$ cat config.mk
export PLATFORM = sky130hd
export DESIGN_NAME = detector_frame_sample_parser_unit
export DESIGN_NICKNAME = d
export VERILOG_FILES = /design/src/design/dfsp_pkg.sv /design/src/design/detector_frame_sample_parser_unit.sv
export SDC_FILE = /design/constraint.sdc
export NUM_CORES = 1
export LEC_CHECK = 0
export ABC_CLOCK_PERIOD_IN_PS = 12700
export BUFFER_PORTS_ARGS = -buffer_cell sky130_fd_sc_hd__buf_2
export CORE_MARGIN = 3
export CORE_UTILIZATION = 40
export CTS_BUF_LIST = sky130_fd_sc_hd__clkbuf_4 sky130_fd_sc_hd__clkbuf_8
export DETAILED_ROUTE_END_ITERATION = 8
export REMOVE_ABC_BUFFERS = 1
export SLEW_MARGIN = 20
export SYNTH_ARGS = -nofsm -noshare
export SYNTH_HDL_FRONTEND = slang
export SYNTH_SLANG_ARGS = --single-unit
$ cat constraint.sdc
create_clock -name clk -period 12.7 [get_ports clk]
set_clock_uncertainty 0.15 [all_clocks]
set_input_delay 1.27 -clock clk [delete_from_list [all_inputs] [get_ports clk]]
set_output_delay 1.27 -clock clk [all_outputs]
set_load 0.02 [all_outputs]
$ cat src/design/dfsp_pkg.sv
// ----------------------------------------------------------------------------
// Detector frame sample parser package
// Widths, header offsets, register map and result type.
// ----------------------------------------------------------------------------
package dfsp_pkg;

  localparam int unsigned POS_W   = 30;
  localparam int unsigned HLEN_W  = 22;
  localparam int unsigned ADDR_W  = 3;

  localparam logic [POS_W-1:0]  HDR_MIN      = 30'd28;
  localparam logic [HLEN_W-1:0] HDR_MIN_HLEN = 22'd28;

  // Header byte offsets
  localparam logic [4:0] OFS_FLEN_2   = 5'd1;
  localparam logic [4:0] OFS_FLEN_1   = 5'd2;
  localparam logic [4:0] OFS_FLEN_0   = 5'd3;
  localparam logic [4:0] OFS_HLEN_1   = 5'd8;
  localparam logic [4:0] OFS_HLEN_0   = 5'd9;
  localparam logic [4:0] OFS_ITEMS_3  = 5'd12;
  localparam logic [4:0] OFS_ITEMS_2  = 5'd13;
  localparam logic [4:0] OFS_ITEMS_1  = 5'd14;
  localparam logic [4:0] OFS_ITEMS_0  = 5'd15;
  localparam logic [4:0] OFS_EVENT_3  = 5'd22;
  localparam logic [4:0] OFS_EVENT_2  = 5'd23;
  localparam logic [4:0] OFS_EVENT_1  = 5'd24;
  localparam logic [4:0] OFS_EVENT_0  = 5'd25;
  localparam logic [4:0] OFS_BOARD    = 5'd26;
  localparam logic [4:0] OFS_CARD     = 5'd27;

  // Register map (index = paddr[2])
  localparam logic REG_CHANNEL_LIMIT = 1'b0;
  localparam logic [7:0] CHANNEL_LIMIT_RESET = 8'd68;

  typedef struct packed {
    logic [31:0] frame_index;
    logic [31:0] event_id;
    logic [7:0]  board_id;
    logic [7:0]  card_id;
    logic [1:0]  chip_id;
    logic [6:0]  channel;
    logic [8:0]  bucket;
    logic [11:0] adc_value;
  } result_t;

endpackage

$ cat src/design/detector_frame_sample_parser_unit.sv
// Output: a kept data word's sample, formed when its last byte is accepted, is
// registered into the output register, or into the skid entry while the output stalls.
// Throughput: one byte per cycle while in_stall is low; each byte needs only
// offset compares and field capture against the frame state registers.
// A two-entry output (result register plus skid) lets bytes flow while a result waits.
// Reset (synchronous, rst high) clears frame state, counters and both output entries.
// ----------------------------------------------------------------------------
// Detector frame sample parser
// Walks the frame header, assembles data words and emits kept samples.
// ----------------------------------------------------------------------------
module detector_frame_sample_parser_unit (
  input  logic                         clk,
  input  logic                         rst,
  input  logic                         psel,
  input  logic                         penable,
  input  logic                         pwrite,
  input  logic [dfsp_pkg::ADDR_W-1:0]  paddr,
  input  logic [31:0]                  pwdata,
  output logic [31:0]                  prdata,
  output logic                         pready,
  input  logic                         in_valid,
  output logic                         in_stall,
  input  logic [7:0]                   data_byte,
  output logic                         out_valid,
  input  logic                         out_stall,
  output logic [31:0]                  frame_index,
  output logic [31:0]                  event_id,
  output logic [7:0]                   board_id,
  output logic [7:0]                   card_id,
  output logic [1:0]                   chip_id,
  output logic [6:0]                   channel,
  output logic [8:0]                   bucket,
  output logic [11:0]                  adc_value
);

  logic [7:0]                        channel_limit;
  logic [dfsp_pkg::POS_W-1:0]        byte_position, byte_position_next;
  logic [dfsp_pkg::POS_W-1:0]        frame_length, frame_length_next;
  logic [dfsp_pkg::HLEN_W-1:0]       header_length, header_length_next;
  logic [31:0]                       items_left, items_left_next;
  logic [31:0]                       header_event, header_event_next;
  logic [7:0]                        header_board, header_board_next;
  logic [7:0]                        header_card, header_card_next;
  logic [23:0]                       word_assembly, word_assembly_next;
  logic [31:0]                       frame_counter, frame_counter_next;

  logic                              in_accept;
  logic                              cfg_write;
  logic [dfsp_pkg::POS_W:0]          pos_inc;
  logic [dfsp_pkg::POS_W:0]          flen_ext;
  logic                              in_header;
  logic [31:0]                       word;
  logic [31:0]                       items_dec;
  logic [dfsp_pkg::HLEN_W-1:0]       hlen_or;
  logic                              keep;
  logic                              end_frame;
  dfsp_pkg::result_t                 result;
  dfsp_pkg::result_t                 out_q, skid_q;
  logic                              skid_valid;

  assign in_accept = in_valid && !in_stall;
  assign in_stall  = skid_valid;
  assign pready    = 1'b1;
  assign cfg_write = psel && penable && pwrite;

  assign prdata = (paddr[2] == dfsp_pkg::REG_CHANNEL_LIMIT) ? {24'd0, channel_limit} : 32'd0;

  assign pos_inc  = {1'b0, byte_position} + 31'd1;
  assign flen_ext = {1'b0, frame_length};
  assign in_header = (byte_position < dfsp_pkg::HDR_MIN) ||
                     (byte_position < {8'd0, header_length});
  assign word      = {word_assembly, data_byte};
  assign items_dec = items_left - 32'd1;
  assign hlen_or   = header_length | {8'd0, data_byte, 6'd0};

  assign result.frame_index = frame_counter;
  assign result.event_id    = header_event;
  assign result.board_id    = header_board;
  assign result.card_id     = header_card;
  assign result.chip_id     = word[31:30];
  assign result.channel     = word[29:23];
  assign result.bucket      = word[22:14];
  assign result.adc_value   = word[11:0];

  always_comb begin
    byte_position_next = byte_position;
    frame_length_next  = frame_length;
    header_length_next = header_length;
    items_left_next    = items_left;
    header_event_next  = header_event;
    header_board_next  = header_board;
    header_card_next   = header_card;
    word_assembly_next = word_assembly;
    end_frame          = 1'b0;
    keep               = 1'b0;

    if (in_header) begin
      if (byte_position < dfsp_pkg::HDR_MIN) begin
        unique case (byte_position[4:0])
          dfsp_pkg::OFS_FLEN_2: frame_length_next = {data_byte, 22'd0};
          dfsp_pkg::OFS_FLEN_1: frame_length_next = frame_length | {8'd0, data_byte, 14'd0};
          dfsp_pkg::OFS_FLEN_0: frame_length_next = frame_length | {16'd0, data_byte, 6'd0};
          dfsp_pkg::OFS_HLEN_1: header_length_next = {data_byte, 14'd0};
          dfsp_pkg::OFS_HLEN_0: begin
            header_length_next = (hlen_or < dfsp_pkg::HDR_MIN_HLEN) ?
                                 dfsp_pkg::HDR_MIN_HLEN : hlen_or;
          end
          dfsp_pkg::OFS_ITEMS_3, dfsp_pkg::OFS_ITEMS_2,
          dfsp_pkg::OFS_ITEMS_1, dfsp_pkg::OFS_ITEMS_0:
            items_left_next = {items_left[23:0], data_byte};
          dfsp_pkg::OFS_EVENT_3, dfsp_pkg::OFS_EVENT_2,
          dfsp_pkg::OFS_EVENT_1, dfsp_pkg::OFS_EVENT_0:
            header_event_next = {header_event[23:0], data_byte};
          dfsp_pkg::OFS_BOARD: header_board_next = data_byte;
          dfsp_pkg::OFS_CARD:  header_card_next  = data_byte;
          default: ;
        endcase
      end
      // Header capture is over by offset 27, so the end test sees final values.
      if (pos_inc >= {1'b0, dfsp_pkg::HDR_MIN} && pos_inc >= {9'd0, header_length} &&
          items_left == 32'd0 && pos_inc >= flen_ext) begin
        end_frame = 1'b1;
      end else begin
        byte_position_next = pos_inc[dfsp_pkg::POS_W-1:0];
      end
    end else if (items_left != 32'd0) begin
      if (byte_position[1:0] != 2'b11) begin
        word_assembly_next = word[23:0];
        byte_position_next = pos_inc[dfsp_pkg::POS_W-1:0];
      end else begin
        keep               = {1'b0, word[29:23]} < channel_limit;
        word_assembly_next = 24'd0;
        items_left_next    = items_dec;
        if (items_dec == 32'd0 && pos_inc >= flen_ext) begin
          end_frame = 1'b1;
        end else if (byte_position >= frame_length) begin
          // Past the frame length: cycle within the current word only.
          byte_position_next = byte_position - 30'd3;
        end else begin
          byte_position_next = pos_inc[dfsp_pkg::POS_W-1:0];
        end
      end
    end else begin
      // Padding up to the frame length
      if (pos_inc >= flen_ext) begin
        end_frame = 1'b1;
      end else begin
        byte_position_next = pos_inc[dfsp_pkg::POS_W-1:0];
      end
    end

    frame_counter_next = frame_counter;
    if (end_frame) begin
      frame_counter_next = frame_counter + 32'd1;
      byte_position_next = '0;
      frame_length_next  = '0;
      header_length_next = '0;
      items_left_next    = '0;
      word_assembly_next = '0;
    end
  end

  always_ff @(posedge clk) begin
    if (rst) begin
      channel_limit <= dfsp_pkg::CHANNEL_LIMIT_RESET;
    end else if (cfg_write && paddr[2] == dfsp_pkg::REG_CHANNEL_LIMIT) begin
      channel_limit <= pwdata[7:0];
    end
  end

  always_ff @(posedge clk) begin
    if (rst) begin
      byte_position <= '0;
      frame_length  <= '0;
      header_length <= '0;
      items_left    <= '0;
      header_event  <= '0;
      header_board  <= '0;
      header_card   <= '0;
      word_assembly <= '0;
      frame_counter <= '0;
    end else if (in_accept) begin
      byte_position <= byte_position_next;
      frame_length  <= frame_length_next;
      header_length <= header_length_next;
      items_left    <= items_left_next;
      header_event  <= header_event_next;
      header_board  <= header_board_next;
      header_card   <= header_card_next;
      word_assembly <= word_assembly_next;
      frame_counter <= frame_counter_next;
    end
  end

  // Output register with one skid entry
  always_ff @(posedge clk) begin
    if (rst) begin
      out_valid  <= 1'b0;
      skid_valid <= 1'b0;
    end else if (out_valid && out_stall) begin
      if (in_accept && keep) begin
        skid_valid <= 1'b1;
      end
    end else if (skid_valid) begin
      out_valid  <= 1'b1;
      skid_valid <= 1'b0;
    end else begin
      out_valid <= in_accept && keep;
    end
  end

  always_ff @(posedge clk) begin
    if (out_valid && out_stall) begin
      if (in_accept && keep) begin
        skid_q <= result;
      end
    end else if (skid_valid) begin
      out_q <= skid_q;
    end else if (in_accept && keep) begin
      out_q <= result;
    end
  end

  assign frame_index = out_q.frame_index;
  assign event_id    = out_q.event_id;
  assign board_id    = out_q.board_id;
  assign card_id     = out_q.card_id;
  assign chip_id     = out_q.chip_id;
  assign channel     = out_q.channel;
  assign bucket      = out_q.bucket;
  assign adc_value   = out_q.adc_value;

endmodule

==> results.md, run 1 <==
Status:
- The run finished with clean final reports.

Logic synthesis:
- The register bit total from synthesis is 437.
- In the synthesized netlist the async set-or-reset flop fraction comes to 0.
- The leading register cell type out of synthesis is edfxtp_1.
- The proportion of synthesized chip area in sequential cells is 0.504.
- Counting distinct cell types in the post-synthesis netlist gives 96.
- The synthesized design contains 220 enable-type register cells.
- The gate count after technology mapping is 2144.
- The Yosys step of the flow raised 0 warnings.
- The average instance in the mapped netlist occupies slightly above 10 um2.
- The total standard cell area after synthesis is 21700 um2.

Clocking:
- The clock latency on the worst-skew pair is around 0.66 ns.
- The post-CTS repair timing setup buffer count is 0.
- The cell at the root of the clock tree is clkbuf_8.
- The number of instances resized during post-cts repair is 0.
- Clock tree synthesis inserted a total of 76 buffers.
- TritonCTS built the clock tree.
- In this run the deepest clock path goes through 3 buffers.
- The clock sink count is around 440.
- The maximum level of the CTS H-tree is 3.
- In this run, post-CTS hold repair placed 0 buffers.
- The clock-pin slew on the worst setup and hold paths is roughly 0.060 ns.

STA:
- The relative max-transition margin is 0.283.
- Setup violations remaining at the end of the flow were counted as 0.
- The pin slew with the least headroom to its limit is approximately 1.1 ns.
- Summed over all failing endpoints, the final setup total negative slack is 0 ns.
- Static timing analysis puts the maximum clock frequency at 133 MHz.
- The number of pins exceeding their max-slew limit in the final report is 0.
- The smallest clock period supported by the final layout is computed as about 7.5 ns.
- The final clock period utilization by the worst path is 0.592.
- Setup repair after global routing left no endpoint under its margin.
- The total count of hold-check failures in the final report is 0.

Pwr:
- Of the total power, the share spent switching nets is 0.232.
- The leakage dissipation is about 9 nW.
- The largest voltage drop on the vdd net is approximately 0.000065 V.
- The net switching power is between 0.6 and 0.7 mW.
- The proportion of power drawn by flip-flops and latches is 0.500.
- The share of total power dissipated in combinational logic is 0.043.
- Of the total power, the clock network draws 0.457.
- The internal portion of the total power is 2.27 mW.
- The total power per unit cell area is between 100 and 150 nW/um2.

Cells and area:
- For this run, the post-layout net count is 2393.
- Summing all non-filler instances in the final layout gives an area of 24500 um2.
- The antenna cell count is 0.
- After filler insertion, the fill cell instance count of the layout stands at approximately 5000.
- The share of layout cells above drive strength 1 is 0.196.
- The layout overhead on the synthesized area is 12.8%.

Global routing:
- The number of antenna violations at the first check in global routing came to 0.
- The pin count of the biggest net entering global routing is between 70 and 80.
- The number of global-route vias before repair was ~16000.
- In the global route stage, overall resource usage came out at 0.203.
- The total overflow left after global routing is 0.
- The first global-routing pass estimated between 90000 and 100000 um of wire.

Die:
- The effective utilization at floorplan is 0.409.
- The number of primary I/O pins is between 150 and 200.
- The floorplan has 84 rows.
- After floorplanning, the core was sized to cover 53200 um2.
- The die outline height is 239 um.
- The die span in x is between 200 and 250 um.
- The floorplan die area is 57200 um2.

Setup path:
- The cell family contributing the most delay on the critical path is compound AO/OA/AOI/OAI gates.
- The type of origin of the critical path is a flip-flop.
- The sum of buffers and inverters on the critical path is 1.
- The critical path is of the flip-flop to flip-flop type.
- Walking the worst path, the cells encountered are ha_1, nand4_1, nor4_1, xor2_1, ha_1, nand4_1, a221oi_1, o311ai_0, a221oi_1, o31a_1, o311a_4, nor2_8, a21oi_2, buf_4, o311a_1, nand2_1, o32ai_1.
- The worst-path maximum fanout is 24.
- STA puts the critical path data arrival time at just under 8 ns.
- The register-to-register path setup slack is 5.18 ns.
- The largest single stage delay on the critical path is slightly below 0.9 ns.
- The slowest stage of the critical path belongs to the cell o311a_1.
- At the worst endpoint, the required time is between 10 and 15 ns.
- The endpoint type of the worst setup path is a flip-flop.

Place:
- In this run the cell area measured after placement is 22900 um2.
- The final weighted congestion of routability-driven global placement is between 0.9 and 1.
- The number of port buffers is 143.
- Once detailed placement completed, the half-perimeter wirelength came to between 30000 and 40000 um.

Route:
- The count of nets left with antenna violations once routing finished came out at 0.
- In the routed design, unresolved DRC markers number 0.
- The DRC violation total after the first TritonRoute iteration is between 1000 and 1500.
- The routed layout has around 17000 vias.
- The routed wire length per instance is 19.7 um.
- Dividing the detail-routed via count by the number of cells gives roughly 5.6.
- The routed wire length is just under 60000 um.
- The pre-antenna-repair detailed-routing pass consisted of 7 iterations.

Worst hold path:
- The type of the tightest min-delay check is flip-flop to flip-flop.

Job:
- The count of maximum capacitance violations is 0.
[metal layers]
metal / up-vias / wire [um] / track usage
met2: 586 / 26700 / 0.320
met3: 110 / 3630 / 0.0321
met1: 8217 / 27300 / 0.285
met5: - / 0 / 0
met4: 0 / 1420 / 0.0718
li1: 8019 / - / -
[path summary, 6_finish.rpt]
kind                            depth (start not counted)              to             start
worst max-delay path                                   17  items_left[27]  byte_position[0]
worst min register to register                          0      skid_q[40]   header_board[2]
worst max register to register                         17  items_left[27]  byte_position[0]
worst min-delay path                                    0      skid_q[40]   header_board[2]
[cell usage after synthesis (all sizes together) (14+ instances only)]
master	instances	area, um2
o211ai	14	105
or3	37	231
nor4	35	240
o31ai	17	138
and3	20	125
nor2	144	559
nand3	50	255
or4	20	154
o21ai	58	290
xor2	20	175
ha	89	1110
nand2	279	1050
edfxtp	220	6610
nor3	56	302
dfxtp	217	4340
mux2	109	1230
a31oi	20	125
xnor2	44	385
a21oi	163	823
o2111ai	18	158
buf	63	384
nand4	41	272
a21o	19	143
mux2i	28	280
clkbuf	95	357
inv	83	312
[sequential cells by signal, indices dropped and copies added, names as in the netlist, 17 cells and up]
register / cells
header_length: 17
event_id: 32
header_event: 32
skid_q: 110
frame_index: 32
items_left: 32
frame_counter: 32
byte_position: 30
word_assembly: 24
frame_length: 24
[cell type report]
| type | count | area (um2) | area share |
|---|---|---|---|
| Inverter | 83 | 312 | 0.0127 |
| Clock inverter | 25 | 206 | 0.00842 |
| Tap cell | 688 | 861 | 0.0351 |
| Multi-Input combinational cell | 1489 | 9870 | 0.403 |
| Sequential cell | 437 | 11000 | 0.447 |
| Clock buffer | 116 | 1420 | 0.0577 |
| Timing Repair Buffer | 167 | 898 | 0.0366 |
[stage by stage]
stage	cells	util	worst slack [ns]	power, mW	hold slack (ns)
floorplan	2009	-	0.525	1.57	0.276
global placement	2864	0.430	5.44	1.63	0.288
detailed placement	2864	0.430	5.31	1.63	0.290
CTS	3005	0.461	5.32	2.98	0.299
global route	3005	0.461	4.68	3.06	0.310
finish	3005	0.461	5.18	2.95	0.299
[logic make-up (layout without fill, tap and decap cells)]
| logic type | count (synthesis) | after routing | synth area share |
|---|---|---|---|
| AO/OA/AOI/OAI | 413 | 413 | 0.125 |
| XOR/XNOR | 66 | 66 | 0.0279 |
| adder cells (fa/ha/maj) | 92 | 92 | 0.0526 |
| buffers and inverters | 241 | 391 | 0.0484 |
| flip-flops | 437 | 437 | 0.504 |
| multiplexers | 137 | 137 | 0.0694 |
| other | 2 | 25 | 0.000345 |
| AND/OR/NAND/NOR | 756 | 756 | 0.172 |
[power by group through the flow]
| stage | registers [mW] | logic (mW) | clock network, mW |
|---|---|---|---|
| after global routing | 1.48 | 0.135 | 1.45 |
| after global placement | 1.51 | 0.123 | 0 |
| after floorplan | 1.51 | 0.0683 | 0 |
| final | 1.48 | 0.126 | 1.35 |
| after CTS | 1.48 | 0.125 | 1.38 |
| after detailed placement | 1.51 | 0.124 | 0 |
[cell usage in the layout, fill, tap and decap left out, types with 49 or more instances in the layout]
cell	count
dfxtp_1	216
nand3_1	49
inv_1	83
mux2_2	109
nor3_1	51
clkbuf_8	87
ha_1	89
edfxtp_1	220
a21oi_1	159
nor2_1	141
buf_2	142
o21ai_0	51
nand2_1	279
Note: power is estimated with default switching activity, not from simulation.
==> run 2, diff against run 1 <==
--- a/config.mk
+++ b/config.mk
@@ -5,7 +5,7 @@
 export SDC_FILE = /design/constraint.sdc
 export NUM_CORES = 1
 export LEC_CHECK = 0
-export ABC_CLOCK_PERIOD_IN_PS = 12700
+export ABC_CLOCK_PERIOD_IN_PS = 7200
 export BUFFER_PORTS_ARGS = -buffer_cell sky130_fd_sc_hd__buf_2
 export CORE_MARGIN = 3
 export CORE_UTILIZATION = 40
==> constraint.sdc (replaced) <==
create_clock -name clk -period 7.2 [get_ports clk]
set_clock_uncertainty 0.15 [all_clocks]
set_input_delay 0.72 -clock clk [delete_from_list [all_inputs] [get_ports clk]]
set_output_delay 0.72 -clock clk [all_outputs]
set_load 0.02 [all_outputs]
==> results.md, run 2 (synthesized netlist as in run 1, its figures left out) <==
Status:
- The run finished with clean final reports.

Cells and area:
- The flip-flop count of the largest register after layout is 110 (unchanged).
- The library cells used most frequently in the layout, excluding fill and tap cells, are 279 x nand2_1, 220 x edfxtp_1, 216 x dfxtp_1.
- The count of placed standard cells in the final layout, fillers left out is 3021 (+0.53%).
- The share of layout cells above drive strength 1 is 0.202 (+0.00551).
- Relative to the synthesized area, the layout overhead comes to 13.7%.
- The final cell utilization of the core is 0.465 (+0.00376).
- The final instance area is 24700 um2 (+0.82%).
- The most common cell after layout, fill and taps aside is nand2_1.
- Ranked by flip-flop count, first place goes to skid_q.
- The antenna cell count is 0 (unchanged).
- The total number of nets in the final design is 2414 (+0.88%).

Pwr:
- The leakage dissipation is 8.82 nW (+0.85%).
- The total power per unit cell area came to 214 nW/um2 (+77%).
- The total design power came to 5.29 mW (+79%).
- The largest voltage drop on the vdd net is 0.000104 V (+60%).

Clocking:
- The post-CTS repair timing setup buffer count is 0 (unchanged).
- The cell at the root of the clock tree is clkbuf_8.
- The maximum root-to-sink buffer count is 3 (unchanged).
- The clock-pin slew on the worst setup and hold paths was 0.06 ns (about the same).
- The clock tree from TritonCTS is done.
- The count of hold-fix buffers inserted at cts was 0 (unchanged).
- The clock sink count is 437 (unchanged).
- The maximum level of the CTS H-tree is 3 (unchanged).
- The number of buffers created by CTS was 76 (unchanged).
- The clock latency on the worst-skew pair is 0.67 ns (about the same).
- The number of instances resized during post-cts repair is 0 (unchanged).

Setup path:
- The arrival time at the worst endpoint is 6.73 ns (-1.18 ns).
- The cell count of the worst reg-to-reg path is 19 (+2).
- The classification of the worst setup path is flip-flop to flip-flop.
- The required arrival time at the worst endpoint came to 7.60 ns (-5.49 ns).
- The worst-path maximum fanout is 13 (-46%).
- The worst setup path is launched from a flip-flop.
- STA classifies the critical path endpoint as a flip-flop.

Place:
- The number of cells after detailed placement is 2885 (+0.73%).
- The final HPWL from detailed placement is 39800 um (+2.7%).
- The final weighted congestion of routability-driven global placement is 0.917 (-0.39%).
- The number of port buffers is 143 (unchanged).
- The area of placed instances is 23100 um2 (+0.80%).

STA:
- Setup repair after global routing left no endpoint under its margin.
- The shortest clock period the worst path allows after layout is 6.33 ns (-1.19 ns).
- The final clock period utilization by the worst path came to 0.879 (+0.287).
- The relative max-transition margin is 0.199 (-0.0842).
- The total count of hold-check failures in the final report is 0 (unchanged).
- The highest attainable clock frequency is 158 MHz (+19%).
- The number of pins exceeding their max-slew limit in the final report is 0 (unchanged).
- The final hold slack is 0.157 ns (-0.141 ns).
- The pin slew with the least headroom to its limit is 1.19 ns (+0.125 ns).
- The number of setup violations in the final report is 0 (unchanged).

Die:
- The number of core rows is 84 (unchanged).
- The effective utilization at floorplan is 0.409 (unchanged).
- The die span in x is 239 um (unchanged).
- The die outline height is 239 um (unchanged).
- The standard cell core area is 53200 um2 (unchanged).
- The number of primary I/O pins is 195 (unchanged).
- The floorplan die area came to 57200 um2 (unchanged).

Job:
- The count of maximum capacitance violations came to 0 (unchanged).

Route:
- The routed wire length is 60000 um (+1.6%).
- The DRC violation total after the first TritonRoute iteration came to 1539 (+15%).
- The number of search-and-repair iterations in the first detailed-routing pass was 6 (-1).
- The routed wire length per instance was 19.9 um (+1.0%).
- The number of design rule violations left after detail routing is 0 (unchanged).
- The detail-routed via count per cell is 5.58 (-0.98%).
- The residual antenna-violating net count after detailed routing came to 0 (unchanged).
- The vias after detailed routing came to 16900 (-0.45%).

Global routing:
- The pin count of the biggest net entering global routing came to 109 (+54%).
- The number of antenna violations at the first check in global routing is 0 (unchanged).
- The wire length of the first global-routing pass is 94500 um (+2.0%).
- The total grt overflow came to 0 (unchanged).
- The number of global-route vias before repair came to 16500 (+1.6%).
- The global-route total usage across every layer is 0.209 (+0.00531).

Worst hold path:
- The type of the tightest min-delay check is primary input to flip-flop.
- The number of cells on the worst hold path is 3 (+3).
[run 2: cell types whose count changed in the layout (fill, tap and decap cells not counted), sizes merged]
| cell | delta |
|---|---|
| buf | +21 |
| bufinv | +3 |
| clkbuf | -2 |
| clkinv | -5 |
| inv | -1 |
[run 2: stage by stage]
| step | worst slack, ns | setup TNS, ns |
|---|---|---|
| 2_1_floorplan | -4.98 | -868.42 |
| 3_3_place_gp | 1.02 | 0 |
| 3_5_place_dp | 0.953 | 0 |
| 4_1_cts | 0.931 | 0 |
| 5_1_grt | 0.629 | 0 |
| 6_report | 0.868 | 0 |
[run 2: final timing paths]
path                     from               end  slack, ns
max          byte_position[8]     items_left[2]       0.87
min                 pwdata[6]  channel_limit[6]       0.16
max reg2reg  byte_position[8]     items_left[2]       0.87
min reg2reg  header_event[27]        skid_q[73]       0.30
[run 2: report_power, final]
group	switching [mW]	internal [mW]
clock	1.03	1.43
combinational	0.162	0.0632
sequential	0.00666	2.60
total	1.20	4.09
[run 2: layout make-up]
class / instances / area, um2
clock buffers: 114 / 1400
clock inverters: 22 / 246
multi-input cells: 1489 / 9860
inverters: 83 / 312
repair buffers: 188 / 1080
well taps: 688 / 861
flip-flops and latches: 437 / 11000
fillers: 4981 / 28500
[run 2: layer usage]
metal | wire, um | vias up | global-route usage
li1 | - | 8049 | -
met1 | 27800 | 8187 | 0.289
met2 | 27400 | 534 | 0.337
met3 | 3440 | 86 | 0.0320
met4 | 1320 | 0 | 0.0669
met5 | 0 | - | 0
[run 2: critical path, cell delays in order, from the launching register on]
cell	delay [ns]
dfxtp_1	0.61
nand4_4	0.34
or4_1	0.70
or3_1	0.41
nand2_1	0.15
ha_1	0.27
nand4_1	0.14
nor3b_1	0.07
a211o_1	0.26
o311ai_0	0.62
a221oi_1	0.25
o31a_1	0.35
o311a_4	0.38
nor2_8	0.17
a21oi_2	0.06
buf_4	0.19
o311a_1	0.51
buf_4	0.29
o21a_1	0.11
o32ai_1	0.21
